**src/sv/tgpg_pkg.sv**
```systemverilog
// Package for the tensor grid point generator.
// Holds shared field widths, function and register codes, state and command types.
// Depends on nothing; every other file in this block imports it.
package tgpg_pkg;

    // Fixed field widths of the ports.
    localparam int FUNC_W     = 2;
    localparam int ENTRY_W    = 4;
    localparam int WORD_W     = 32;
    localparam int AXIS_W     = 3;
    localparam int DIM_W      = 4;
    localparam int NODES_W    = 5;
    localparam int CFG_IDX_W  = 1;
    localparam int CFG_DATA_W = 5;

    // Fraction bits of the Q8.24 format.
    localparam int FRAC_BITS = 24;

    // Function codes carried by a request transaction.
    localparam logic [FUNC_W-1:0] FN_LOAD    = 2'd0;
    localparam logic [FUNC_W-1:0] FN_EMIT    = 2'd1;
    localparam logic [FUNC_W-1:0] FN_RESTART = 2'd2;

    // Configuration register indexes and reset values.
    localparam logic [CFG_IDX_W-1:0] CFG_DIMENSIONS = 1'd0;
    localparam logic [CFG_IDX_W-1:0] CFG_NODES      = 1'd1;
    localparam logic [DIM_W-1:0]     DIM_RESET      = 4'd2;
    localparam logic [NODES_W-1:0]   NODES_RESET    = 5'd2;

    // Controller states.
    typedef enum logic [2:0] {
        ST_IDLE,
        ST_WREAD,
        ST_WMUL,
        ST_WRND,
        ST_SEND
    } tgpg_state_t;

    // Commands from the controller to the datapath.
    typedef struct packed {
        logic load;
        logic restart;
        logic start;
        logic wread;
        logic wfirst;
        logic wmul;
        logic wrnd;
        logic send;
        logic step;
    } tgpg_cmd_t;

    // Status from the datapath to the controller.
    typedef struct packed {
        logic axis_last;
        logic out_free;
    } tgpg_status_t;

endpackage

```
**src/sv/tgpg_ctrl.sv**
```systemverilog
// Controller of the tensor grid point generator.
// Sequences weight accumulation and result emission over the axes of one point.
// Depends on tgpg_pkg.
module tgpg_ctrl #(
    parameter int MAX_AXES = 8
) (
    input  logic                          clk,
    input  logic                          rst_n,
    input  logic                          req_valid,
    output logic                          req_ready,
    input  logic [tgpg_pkg::FUNC_W-1:0]   func,
    input  tgpg_pkg::tgpg_status_t        status,
    output tgpg_pkg::tgpg_cmd_t           cmd,
    output logic [$clog2(MAX_AXES)-1:0]   axis_idx
);
    import tgpg_pkg::*;

    localparam int AXW = $clog2(MAX_AXES);

    tgpg_state_t     state_reg;
    tgpg_state_t     state_next;
    logic [AXW-1:0]  axis_reg;
    logic [AXW-1:0]  axis_next;
    logic            req_fire;

    assign req_fire = req_valid && (state_reg == ST_IDLE);

    // State and axis counter registers.
    always_ff @(posedge clk or negedge rst_n)
    begin
        if (!rst_n)
        begin
            state_reg <= ST_IDLE;
            axis_reg  <= '0;
        end
        else
        begin
            state_reg <= state_next;
            axis_reg  <= axis_next;
        end
    end

    // Next state and next axis.
    always_comb
    begin
        state_next = state_reg;
        axis_next  = axis_reg;
        unique case (state_reg)
            ST_IDLE:
            begin
                if (req_fire && (func == FN_EMIT))
                begin
                    state_next = ST_WREAD;
                    axis_next  = '0;
                end
            end
            ST_WREAD:
            begin
                state_next = ST_WMUL;
            end
            ST_WMUL:
            begin
                if (axis_reg == '0)
                begin
                    // The first axis only loads its weight; at least two axes are active.
                    state_next = ST_WREAD;
                    axis_next  = axis_reg + 1'b1;
                end
                else
                begin
                    state_next = ST_WRND;
                end
            end
            ST_WRND:
            begin
                if (status.axis_last)
                begin
                    state_next = ST_SEND;
                    axis_next  = '0;
                end
                else
                begin
                    state_next = ST_WREAD;
                    axis_next  = axis_reg + 1'b1;
                end
            end
            ST_SEND:
            begin
                if (status.out_free)
                begin
                    if (status.axis_last)
                    begin
                        state_next = ST_IDLE;
                    end
                    else
                    begin
                        axis_next = axis_reg + 1'b1;
                    end
                end
            end
            default:
            begin
                state_next = ST_IDLE;
            end
        endcase
    end

    // Commands to the datapath.
    always_comb
    begin
        cmd         = '0;
        cmd.load    = req_fire && (func == FN_LOAD);
        cmd.restart = req_fire && (func == FN_RESTART);
        cmd.start   = req_fire && (func == FN_EMIT);
        cmd.wread   = (state_reg == ST_WREAD);
        cmd.wfirst  = (state_reg == ST_WMUL) && (axis_reg == '0);
        cmd.wmul    = (state_reg == ST_WMUL) && (axis_reg != '0);
        cmd.wrnd    = (state_reg == ST_WRND);
        cmd.send    = (state_reg == ST_SEND) && status.out_free;
        cmd.step    = (state_reg == ST_SEND) && status.out_free && status.axis_last;
    end

    assign req_ready = (state_reg == ST_IDLE);
    assign axis_idx  = axis_reg;

endmodule

```
**src/sv/tgpg_datapath.sv**
```systemverilog
// Datapath of the tensor grid point generator.
// Holds configuration, node and weight tables, axis digits, the weight multiplier
// and the result register. Depends on tgpg_pkg.
module tgpg_datapath #(
    parameter int MAX_AXES   = 8,
    parameter int MAX_NODES  = 16,
    parameter int VALUE_BITS = 32
) (
    input  logic                             clk,
    input  logic                             rst_n,
    input  logic                             cfg_we,
    input  logic [tgpg_pkg::CFG_IDX_W-1:0]   cfg_index,
    input  logic [tgpg_pkg::CFG_DATA_W-1:0]  cfg_data,
    input  logic [tgpg_pkg::ENTRY_W-1:0]     entry_index,
    input  logic signed [tgpg_pkg::WORD_W-1:0] node_value,
    input  logic signed [tgpg_pkg::WORD_W-1:0] weight_value,
    input  tgpg_pkg::tgpg_cmd_t              cmd,
    input  logic [$clog2(MAX_AXES)-1:0]      axis_idx,
    output tgpg_pkg::tgpg_status_t           status,
    output logic                             rsp_valid,
    input  logic                             rsp_ready,
    output logic [tgpg_pkg::AXIS_W-1:0]      axis,
    output logic signed [tgpg_pkg::WORD_W-1:0] coordinate,
    output logic signed [tgpg_pkg::WORD_W-1:0] point_weight,
    output logic                             weight_saturated,
    output logic                             last_of_point,
    output logic                             last_point_of_grid
);
    import tgpg_pkg::*;

    localparam int AXW     = $clog2(MAX_AXES);
    localparam int NODE_AW = $clog2(MAX_NODES);
    localparam int VW      = (VALUE_BITS > WORD_W) ? WORD_W : VALUE_BITS;
    localparam logic signed [63:0] VMAX     = (64'sd1 <<< (VW - 1)) - 64'sd1;
    localparam logic signed [63:0] VMIN     = -VMAX - 64'sd1;
    localparam logic signed [63:0] RND_HALF = 64'sd1 <<< (FRAC_BITS - 1);

    // Clip a wide signed value into the stored value range.
    function automatic logic signed [VW-1:0] sat_fn(input logic signed [63:0] v);
        logic signed [63:0] r;
        begin
            if (v > VMAX)
            begin
                r = VMAX;
            end
            else if (v < VMIN)
            begin
                r = VMIN;
            end
            else
            begin
                r = v;
            end
            return VW'(r);
        end
    endfunction

    logic [DIM_W-1:0]         dims_reg;
    logic [NODES_W-1:0]       nodes_reg;
    logic [AXW-1:0]           dm1;
    logic [NODE_AW-1:0]       nm1;

    logic signed [VW-1:0]     node_mem [MAX_NODES];
    logic signed [VW-1:0]     weight_mem [MAX_NODES];
    logic                     load_ok;
    logic [NODE_AW-1:0]       load_addr;

    logic [NODE_AW-1:0]       digits_reg [MAX_AXES];
    logic [NODE_AW-1:0]       dig_step [MAX_AXES];
    logic [NODE_AW-1:0]       cur_dig;
    logic                     carry;

    logic signed [VW-1:0]     wt_rd_reg;
    logic signed [VW-1:0]     w_reg;
    logic signed [2*VW-1:0]   prod_reg;
    logic signed [63:0]       rnd_sum;
    logic signed [63:0]       rnd_shift;
    logic                     rnd_clip;
    logic                     clip_reg;
    logic                     lastg_reg;

    logic                     rsp_valid_reg;
    logic [AXIS_W-1:0]        axis_reg;
    logic signed [WORD_W-1:0] coord_reg;
    logic signed [WORD_W-1:0] pw_reg;
    logic                     sat_reg;
    logic                     lop_reg;
    logic                     lpg_reg;

    // Configuration registers.
    always_ff @(posedge clk or negedge rst_n)
    begin
        if (!rst_n)
        begin
            dims_reg  <= DIM_RESET;
            nodes_reg <= NODES_RESET;
        end
        else if (cfg_we)
        begin
            if (cfg_index == CFG_DIMENSIONS)
            begin
                dims_reg <= cfg_data[DIM_W-1:0];
            end
            else if (cfg_index == CFG_NODES)
            begin
                nodes_reg <= cfg_data[NODES_W-1:0];
            end
        end
    end

    // Effective last axis and last digit after clamping the configuration.
    always_comb
    begin
        if (dims_reg < DIM_W'(2))
        begin
            dm1 = AXW'(1);
        end
        else if (32'(dims_reg) > MAX_AXES)
        begin
            dm1 = AXW'(MAX_AXES - 1);
        end
        else
        begin
            dm1 = AXW'(dims_reg - 1'b1);
        end

        if (nodes_reg == '0)
        begin
            nm1 = '0;
        end
        else if (32'(nodes_reg) > MAX_NODES)
        begin
            nm1 = NODE_AW'(MAX_NODES - 1);
        end
        else
        begin
            nm1 = NODE_AW'(nodes_reg - 1'b1);
        end
    end

    assign status.axis_last = (axis_idx == dm1);
    assign status.out_free  = !rsp_valid_reg || rsp_ready;

    assign load_ok   = (32'(entry_index) < MAX_NODES);
    assign load_addr = NODE_AW'(entry_index);
    assign cur_dig   = digits_reg[axis_idx];

    // Node table; its read port feeds the result coordinate register.
    always_ff @(posedge clk)
    begin
        if (cmd.load && load_ok)
        begin
            node_mem[load_addr] <= sat_fn(64'(node_value));
        end
        if (cmd.send)
        begin
            coord_reg <= WORD_W'(node_mem[cur_dig]);
        end
    end

    // Weight table with registered read for the multiply chain.
    always_ff @(posedge clk)
    begin
        if (cmd.load && load_ok)
        begin
            weight_mem[load_addr] <= sat_fn(64'(weight_value));
        end
        if (cmd.wread)
        begin
            wt_rd_reg <= weight_mem[cur_dig];
        end
    end

    // Mixed-radix increment: the last active axis counts fastest, carries move up.
    always_comb
    begin
        carry = 1'b1;
        for (int j = MAX_AXES - 1; j >= 0; j--)
        begin
            dig_step[j] = digits_reg[j];
            if ((AXW'(j) <= dm1) && carry)
            begin
                if (digits_reg[j] >= nm1)
                begin
                    dig_step[j] = '0;
                end
                else
                begin
                    dig_step[j] = digits_reg[j] + 1'b1;
                    carry       = 1'b0;
                end
            end
        end
    end

    // Axis digit registers.
    always_ff @(posedge clk or negedge rst_n)
    begin
        if (!rst_n)
        begin
            for (int j = 0; j < MAX_AXES; j++)
            begin
                digits_reg[j] <= '0;
            end
        end
        else if (cmd.restart)
        begin
            for (int j = 0; j < MAX_AXES; j++)
            begin
                digits_reg[j] <= '0;
            end
        end
        else if (cmd.step)
        begin
            for (int j = 0; j < MAX_AXES; j++)
            begin
                digits_reg[j] <= dig_step[j];
            end
        end
    end

    // Round to nearest with ties upward, then clip.
    always_comb
    begin
        rnd_sum   = 64'(prod_reg) + RND_HALF;
        rnd_shift = rnd_sum >>> FRAC_BITS;
        rnd_clip  = (rnd_shift > VMAX) || (rnd_shift < VMIN);
    end

    // Weight accumulation: the first axis loads its weight; each further axis takes one multiply, then one round.
    always_ff @(posedge clk)
    begin
        if (cmd.wfirst)
        begin
            w_reg <= wt_rd_reg;
        end
        else if (cmd.wrnd)
        begin
            w_reg <= sat_fn(rnd_shift);
        end
        if (cmd.wmul)
        begin
            prod_reg <= w_reg * wt_rd_reg;
        end
    end

    // Per-point flags: saturation seen and every active digit at its last value.
    always_ff @(posedge clk or negedge rst_n)
    begin
        if (!rst_n)
        begin
            clip_reg  <= 1'b0;
            lastg_reg <= 1'b1;
        end
        else if (cmd.start)
        begin
            clip_reg  <= 1'b0;
            lastg_reg <= 1'b1;
        end
        else
        begin
            if (cmd.wrnd && rnd_clip)
            begin
                clip_reg <= 1'b1;
            end
            if (cmd.wread && (cur_dig < nm1))
            begin
                lastg_reg <= 1'b0;
            end
        end
    end

    // Result valid flag.
    always_ff @(posedge clk or negedge rst_n)
    begin
        if (!rst_n)
        begin
            rsp_valid_reg <= 1'b0;
        end
        else if (cmd.send)
        begin
            rsp_valid_reg <= 1'b1;
        end
        else if (rsp_ready)
        begin
            rsp_valid_reg <= 1'b0;
        end
    end

    // Result payload register.
    always_ff @(posedge clk)
    begin
        if (cmd.send)
        begin
            axis_reg <= AXIS_W'(axis_idx);
            pw_reg   <= WORD_W'(w_reg);
            sat_reg  <= clip_reg;
            lop_reg  <= status.axis_last;
            lpg_reg  <= lastg_reg;
        end
    end

    assign rsp_valid          = rsp_valid_reg;
    assign axis               = axis_reg;
    assign coordinate         = coord_reg;
    assign point_weight       = pw_reg;
    assign weight_saturated   = sat_reg;
    assign last_of_point      = lop_reg;
    assign last_point_of_grid = lpg_reg;

endmodule

```
**src/sv/tensor_grid_point_generator_unit.sv**
```systemverilog
// Top level of the tensor grid point generator.
// Joins the controller (tgpg_ctrl) and the datapath (tgpg_datapath); uses tgpg_pkg.
//
// Channel   Handshake                 Payload
// request   req_valid / req_ready     func, entry_index, node_value, weight_value
// result    rsp_valid / rsp_ready     axis, coordinate, point_weight, weight_saturated,
//                                     last_of_point, last_point_of_grid
// config    cfg_we (no wait)          cfg_index, cfg_data
//
// Load and restart transactions leave req_ready high. A grid point over d axes runs, from
// its acceptance until the next request can be taken, through the accepting state, a table
// read and load for axis 0, a table read, multiply and round and clip for each further axis,
// then one result per cycle while the consumer is ready.
// Reset (rst_n, asynchronous, active low) clears the axis digits and sets dimensions
// and nodes_per_axis to 2; the node and weight tables hold nothing until loaded.
// A stalled result holds in the result register; the next request is taken while the
// final result of a point still waits.
module tensor_grid_point_generator_unit #(
    parameter int MAX_AXES   = 8,
    parameter int MAX_NODES  = 16,
    parameter int VALUE_BITS = 32
) (
    input  logic                               clk,
    input  logic                               rst_n,
    input  logic                               cfg_we,
    input  logic [tgpg_pkg::CFG_IDX_W-1:0]     cfg_index,
    input  logic [tgpg_pkg::CFG_DATA_W-1:0]    cfg_data,
    input  logic                               req_valid,
    output logic                               req_ready,
    input  logic [tgpg_pkg::FUNC_W-1:0]        func,
    input  logic [tgpg_pkg::ENTRY_W-1:0]       entry_index,
    input  logic signed [tgpg_pkg::WORD_W-1:0] node_value,
    input  logic signed [tgpg_pkg::WORD_W-1:0] weight_value,
    output logic                               rsp_valid,
    input  logic                               rsp_ready,
    output logic [tgpg_pkg::AXIS_W-1:0]        axis,
    output logic signed [tgpg_pkg::WORD_W-1:0] coordinate,
    output logic signed [tgpg_pkg::WORD_W-1:0] point_weight,
    output logic                               weight_saturated,
    output logic                               last_of_point,
    output logic                               last_point_of_grid
);
    import tgpg_pkg::*;

    localparam int AXW = $clog2(MAX_AXES);

    tgpg_cmd_t       cmd;
    tgpg_status_t    status;
    logic [AXW-1:0]  axis_idx;

    // Controller.
    tgpg_ctrl #(
        .MAX_AXES (MAX_AXES)
    ) u_ctrl (
        .clk       (clk),
        .rst_n     (rst_n),
        .req_valid (req_valid),
        .req_ready (req_ready),
        .func      (func),
        .status    (status),
        .cmd       (cmd),
        .axis_idx  (axis_idx)
    );

    // Datapath.
    tgpg_datapath #(
        .MAX_AXES   (MAX_AXES),
        .MAX_NODES  (MAX_NODES),
        .VALUE_BITS (VALUE_BITS)
    ) u_datapath (
        .clk                (clk),
        .rst_n              (rst_n),
        .cfg_we             (cfg_we),
        .cfg_index          (cfg_index),
        .cfg_data           (cfg_data),
        .entry_index        (entry_index),
        .node_value         (node_value),
        .weight_value       (weight_value),
        .cmd                (cmd),
        .axis_idx           (axis_idx),
        .status             (status),
        .rsp_valid          (rsp_valid),
        .rsp_ready          (rsp_ready),
        .axis               (axis),
        .coordinate         (coordinate),
        .point_weight       (point_weight),
        .weight_saturated   (weight_saturated),
        .last_of_point      (last_of_point),
        .last_point_of_grid (last_point_of_grid)
    );

    // No new request is taken while a point is still being emitted.
    assert property (@(posedge clk) disable iff (!rst_n)
        (rsp_valid && rsp_ready && !last_of_point) |-> !req_ready)
        else $error("request accepted in the middle of a point");

    // Accepting a next-point transaction makes the block busy on the next cycle.
    assert property (@(posedge clk) disable iff (!rst_n)
        cmd.start |=> !req_ready)
        else $error("block still ready after a next-point transaction");

    // A result only appears after the controller loaded the result register.
    assert property (@(posedge clk) disable iff (!rst_n)
        $rose(rsp_valid) |-> $past(cmd.send))
        else $error("result valid without a send command");

    // While ready for requests, the weight chain and the emitter are quiet.
    assert property (@(posedge clk) disable iff (!rst_n)
        req_ready |-> !(cmd.wread || cmd.wmul || cmd.wrnd || cmd.send))
        else $error("datapath busy while the block is ready");

endmodule

```
**config.mk**
```make
export PLATFORM = sky130hd
export DESIGN_NAME = tensor_grid_point_generator_unit
export DESIGN_NICKNAME = d
export VERILOG_FILES = /design/src/sv/tgpg_pkg.sv /design/src/sv/tgpg_ctrl.sv /design/src/sv/tgpg_datapath.sv /design/src/sv/tensor_grid_point_generator_unit.sv
export SDC_FILE = /design/constraint.sdc
export NUM_CORES = 2
export LEC_CHECK = 0
export ABC_AREA = 0
export ABC_CLOCK_PERIOD_IN_PS = 14100
export BUFFER_PORTS_ARGS = -buffer_cell sky130_fd_sc_hd__buf_2
export CORE_MARGIN = 2
export CORE_UTILIZATION = 45
export DETAILED_ROUTE_END_ITERATION = 8
export MAX_ROUTING_LAYER = met4
export SETUP_SLACK_MARGIN = 0.15
export SYNTH_ARGS = -nofsm -noshare
export SYNTH_HDL_FRONTEND = slang
export SYNTH_SLANG_ARGS = --single-unit
```
**constraint.sdc**
```tcl
create_clock -name clk -period 14.1 [get_ports clk]
set_input_delay 2.115 -clock clk [delete_from_list [all_inputs] [get_ports clk]]
set_output_delay 2.115 -clock clk [all_outputs]
set_load 0.005 [all_outputs]
```
== Word level (Yosys, flattened, before mapping) ==
Memory sizes are Yosys's and may differ from the RTL's. A register that Yosys moved wholly into a read port is not among the register bits.
Cells that the tools add are included.

* Eq/ne operators: 12
* Add/subtract/negate cells: 12
* Bitwise logic cells: 2
* Multipliers: 1
* Mux-type cells: 69
* Reductions and logical operators: 51
* Magnitude comparators: 27

{| class="wikitable"
|+ Operators by type and width
! cell !! number
|-
| two-way mux 32 bit || 12
|-
| two-way mux 4 bit || 20
|-
| adder 64 x 25 -> 64 bit, second input constant || 1
|-
| greater-than comparator 32 bit, second input constant || 2
|-
| less-than comparator 32 bit, second input constant || 2
|-
| multiplier 32 x 32 -> 64 bit || 1
|-
| greater-than comparator 40 x 32 -> 1 bit, second input constant || 1
|-
| less-than comparator 40 x 32 -> 1 bit, second input constant || 1
|-
| two-way mux 3 bit || 11
|-
| adder 4 x 1 -> 4 bit, second input constant || 8
|-
| >= comparator 4 bit || 8
|-
| nonzero test 2 bit || 13
|-
| two-way mux 1 bit || 22
|-
| AND reduction 2 bit || 10
|-
| logical AND 1 bit || 17
|-
| case mux 3 bit (5 select lines) || 1
|-
| binary-select mux 4 bit (select 3 bit) || 1
|-
| less-or-equal comparator 3 bit, first input constant || 4
|-
| case mux 3 bit (4 select lines) || 1
|-
| inequality test 2 x 1 -> 1 bit, second input constant || 4
|-
| equality test 3 x 2 -> 1 bit, second input constant || 2
|-
| less-or-equal comparator 1 x 3 -> 1 bit, first input constant || 2
|-
| less-or-equal comparator 2 x 3 -> 1 bit, first input constant || 2
|-
| zero test 3 bit || 2
|-
| 25 further kinds || 26
|}

* Logic and storage cells: 198
* Register bits: 184
* Bits in writable memories: 1,024
* Output and inout bits: 72
* Memories kept: 2
* Input bits: 81

{| class="wikitable"
|+ Memories
! name !! depth !! width !! read ports !! clocked after Yosys merged registers in !! wr ports !! line !! text
|-
| u_datapath.node_mem || 16 || 32 || 1 || 1 || 1 || tgpg_datapath.sv:63 || <nowiki>logic signed [VW-1:0] node_mem [MAX_NODES];</nowiki>
|-
| u_datapath.weight_mem || 16 || 32 || 1 || 1 || 1 || tgpg_datapath.sv:64 || <nowiki>logic signed [VW-1:0] weight_mem [MAX_NODES];</nowiki>
|}

== Logic depth before layout (Yosys ltp) ==
* Depth after elaboration: 22
* Mapped depth: 27
* Gate-level depth less buffers: 26

== Hierarchy ==
From an unflattened synthesis, not the netlist that was laid out.

* Cell total of the unflattened synthesis: 7,577
* Area, all modules: 86,001.2 µm²

{| class="wikitable"
|+ By module, submodules not included
! module !! cells each !! times used !! area an instance (µm²) !! seq. area each (µm²)
|-
| tgpg_datapath || 7,529 || 1 || 85,538.3 || 37,109.3
|-
| tgpg_ctrl || 48 || 1 || 462.9 || 150.1
|}

== Least setup slack after synthesis ==
OpenSTA, ideal clock, no wires.

* Path kind: register to register
* Start point: reg u_datapath.wt_rd_reg[2] (read register of u_datapath.weight_mem)
* End point: reg u_datapath.prod_reg[61] (data pin)
* Cell stages (with the launch flop): 24
* Slack: 6.130 ns
* Clock period less this slack: 7.970 ns
* Arrival: 7.692 ns
* Path buffers: 1
* Required time: 13.823 ns
* Setup time: 0.277 ns
* Cell sequence: edfxtp_1 -> clkbuf_1 -> nand2_1 -> inv_1 -> fa_1 -> fa_1 -> fa_1 -> fa_1 -> inv_1 -> fa_1 -> inv_1 -> fa_1 -> fa_1 -> fa_1 -> ha_1 -> a21oi_1 -> o21bai_1 -> a21o_1 -> a21oi_1 -> o21ai_0 -> a221o_1 -> or2_2 -> a31oi_1 -> o311ai_0

* Word-level cells in the longest chain between the ends: 1

{| class="wikitable"
|+ RTL lines
! item !! line !! text
|-
| from (decl) || tgpg_datapath.sv:73 || <nowiki>logic signed [VW-1:0] wt_rd_reg;</nowiki>
|-
| multiplier 32 x 32 -> 64 bit || tgpg_datapath.sv:243 || <nowiki>prod_reg <= w_reg * wt_rd_reg;</nowiki>
|-
| to (signal assigned) || tgpg_datapath.sv:243 ||
|-
| to (decl) || tgpg_datapath.sv:75 || <nowiki>logic signed [2*VW-1:0] prod_reg;</nowiki>
|}

No other way between the ends.
A chain may end at the register's enable or synchronous reset.

== Worst setup path in the final report ==
* Start point: reg u_datapath.wt_rd_reg[5] (read register of u_datapath.weight_mem)
* End point: reg u_datapath.prod_reg[62] (data pin)

The elaborated chain is that of the path after synthesis.

==> summary.md <==
| Metric | Value |
|---|---|
| Status | completed |
| # port buffers | 152 |
| Row Count | 160 |
| Layout Nets | 8939 |
| Synth top cells by count | nand2_1 (1593), edfxtp_1 (1199), fa_1 (1081) |
| Synth area leaders | edfxtp_1 (42%), fa_1 (25%), nand2_1 (6.9%), inv_1 (4.4%), and2_1 (3.7%) |
| Worst R2R Start | u_datapath.wt_rd_reg[5] |
| Die height | 442 microns |
| Drt pass-1 iters | 5 |
| Hold WC Path Type | flop to flop |
| Critical Path Source | u_datapath.wt_rd_reg[5] |
| Worst skew pair latency | 0.79 ns |
| Starting Density | 45.3% |
| Layout cell share with drive strength beyond 1 | 6.63% |
| Final hold violations | 0 |
| Post-CTS Setup Inserts | 0 |
| Cell family with most CP delay | adder cells |
| Antenna viol nets, final | 0 |
| Area leader, netlist | edfxtp_1 |
| Storage element area | 37300 sq um |
| Worst EP arrival | 9.52 ns |
| Seq cells post-synth | 1249 |
| Fmax | 0.111 GHz |
| Clock sinks | 1249 |
| Worst-path maximum fanout | 33 |
| Largest net degree at the start of global routing | 194 |
| Syn Nets | 9040 |
| CP Capture Type | flop |
| Via count | 55400 |
| GRT Overall Usage | 23.9% |
| Mapped cell area | 86100 sq um |
| Post-CTS Hold Buffers | 0 |
| Relative slew slack | 22.2% |
| Clock Pin Slew Worst Setup and Hold Paths | 0.06 ns |
| Library cells used by synthesis | 74 |
| Worst Max-Slew Pin Slew | 1.17 ns |
| First-pass GRT wire length | 346000 microns |
| Setup Crit Path Kind | flop to flop |
| Multi-input gate area | 43400 sq um |
| Post-synth ARST share | 4.00% |
| Worst Setup Start Kind | flop |
| Total clock buffers created by CTS | 119 |
| Post-Route Setup TNS | 0 ns |
| Area Overhead vs Synth | 8.42% |
| Core box area | 190000 sq um |
| Top-level I/O count | 153 |
| Top-area cell type share of the netlist area | 41.8% |
| CP peak stage delay | 0.98 ns |
| Clock skew | 0.0713 ns |
| CP Buf/Inv Count | 6 |
| Top FF cell, synth | edfxtp_1 |
| CTS tree | yes |
| RSZ-0062 raised after global routing | false |
| Sequential element share of the synthesized area | 43.3% |
| Total Routed Length | 223000 microns |
| DRC viols | 0 |
| Area of the die | 195000 sq um |
| Post-detailed-route wirelength per cell | 21.9 microns |
| Most common cell in the synthesized netlist | nand2_1 |
| Post-placement cell area | 89400 sq um |
| Post-route cell area | 93400 sq um |
| Mapped Avg Cell Area | 11.3 sq um |
| Post-synth EDFFs | 1199 |
| Vias/cell | 5.44 |
| R2R Setup Slk | 5.07 ns |
| DR iter-0 viols | 4212 |
| Filler Cells Inserted | 17000 |
| Slew Limit Fails | 0 |
| Most frequent CP cell | fa_1 |
| GP Congestion | 0.898 |
| Hold_sp | u_datapath.w_reg[17] |
| Antenna violations before repair | 34 |
| CP Data Required Time | 14.59 ns |
| Max-cap violations | 0 |
| Clock buffer depth | 3 |
| Grt ovf | 0 |
| Depth of the CTS H-tree | 3 |
| Post-CTS Resized | 0 |
| Highest-delay cell along the critical path | fa_1 |
| Tcrit/Tclk final | 64.1% |
| Final setup vio count | 0 |
| Synth warn | 0 |
| Synth Instances | 7650 |
| CTS root buf | clkbuf_16 |
| DP HPWL | 141000 microns |
| Tmin final | 9.03 ns |
| Chip width | 442 microns |
| Vias in the first global route | 58000 |
## stage by stage
stage / hold slack [ns] / worst slack, ns / instances / utilization (%)
finish: 0.452 / 5.07 / 10200 / 49.1
global route: 0.456 / 4.61 / 10200 / 49.1
global placement: 0.434 / 5.24 / 9939 / 47.0
detailed placement: 0.439 / 5.10 / 9939 / 47.0
floorplan: 0.423 / 6.13 / 7650 / -
CTS: 0.452 / 5.06 / 10200 / 49.1
## kinds of logic after synthesis
group                    after synthesis  share of synthesized area [%]
buffers and inverters               1510                           6.59
AND/OR/NAND/NOR                     2835                           15.2
XOR/XNOR                              86                          0.874
flip-flops                          1249                           43.3
multiplexers                          26                          0.437
adder cells (fa/ha/maj)             1310                           28.4
AO/OA/AOI/OAI                        634                           5.22
## cell usage in the layout, fill, tap and decap left out, types with 119 or more instances in the layout
cell type and instances:
a21oi_1 146, a311oi_1 194, and2_1 515, and3_1 144
buf_2 152, buf_4 121, clkbuf_16 119, edfxtp_1 1199
fa_1 1081, ha_1 228, inv_1 1009, nand2_1 1593
nand3_1 296, nor2_1 129
## layer usage
metal  global-route usage, %  share of wire (%)  vias to the layer above
met4                    7.74                3.3                        0
met3                    2.62                5.0                      429
met5                       -                  0                        -
met1                    30.4                 41                    28700
li1                        -                  -                    24700
met2                    40.2                 50                     1538
## path summary, 6_finish.rpt
| path | endpoint | depth (start not counted) |
|---|---|---|
| max in group asynchronous | u_datapath.digits_reg[28] | 2 |
| max | u_datapath.prod_reg[62] | 25 |
| min | u_datapath.point_weight[17] | 0 |
| min reg2reg | u_datapath.point_weight[17] | 0 |
| min in group asynchronous | u_datapath.digits_reg[19] | 2 |
| max reg2reg | u_datapath.prod_reg[62] | 25 |
## layout make-up
| cell class | instances | share of cell area [%] |
|---|---|---|
| diodes | 18 | 0.0482 |
| clock buffers | 147 | 3.31 |
| clock inverters | 73 | 0.931 |
| inverters | 1010 | 4.07 |
| multi-input cells | 4891 | 46.5 |
| flip-flops and latches | 1249 | 39.9 |
| well taps | 2511 | 3.36 |
| repair buffers | 278 | 1.89 |
Power is left out: the tool's default activity adds up to more than one toggle a clock period on the data nets, which glitch-free logic cannot reach.
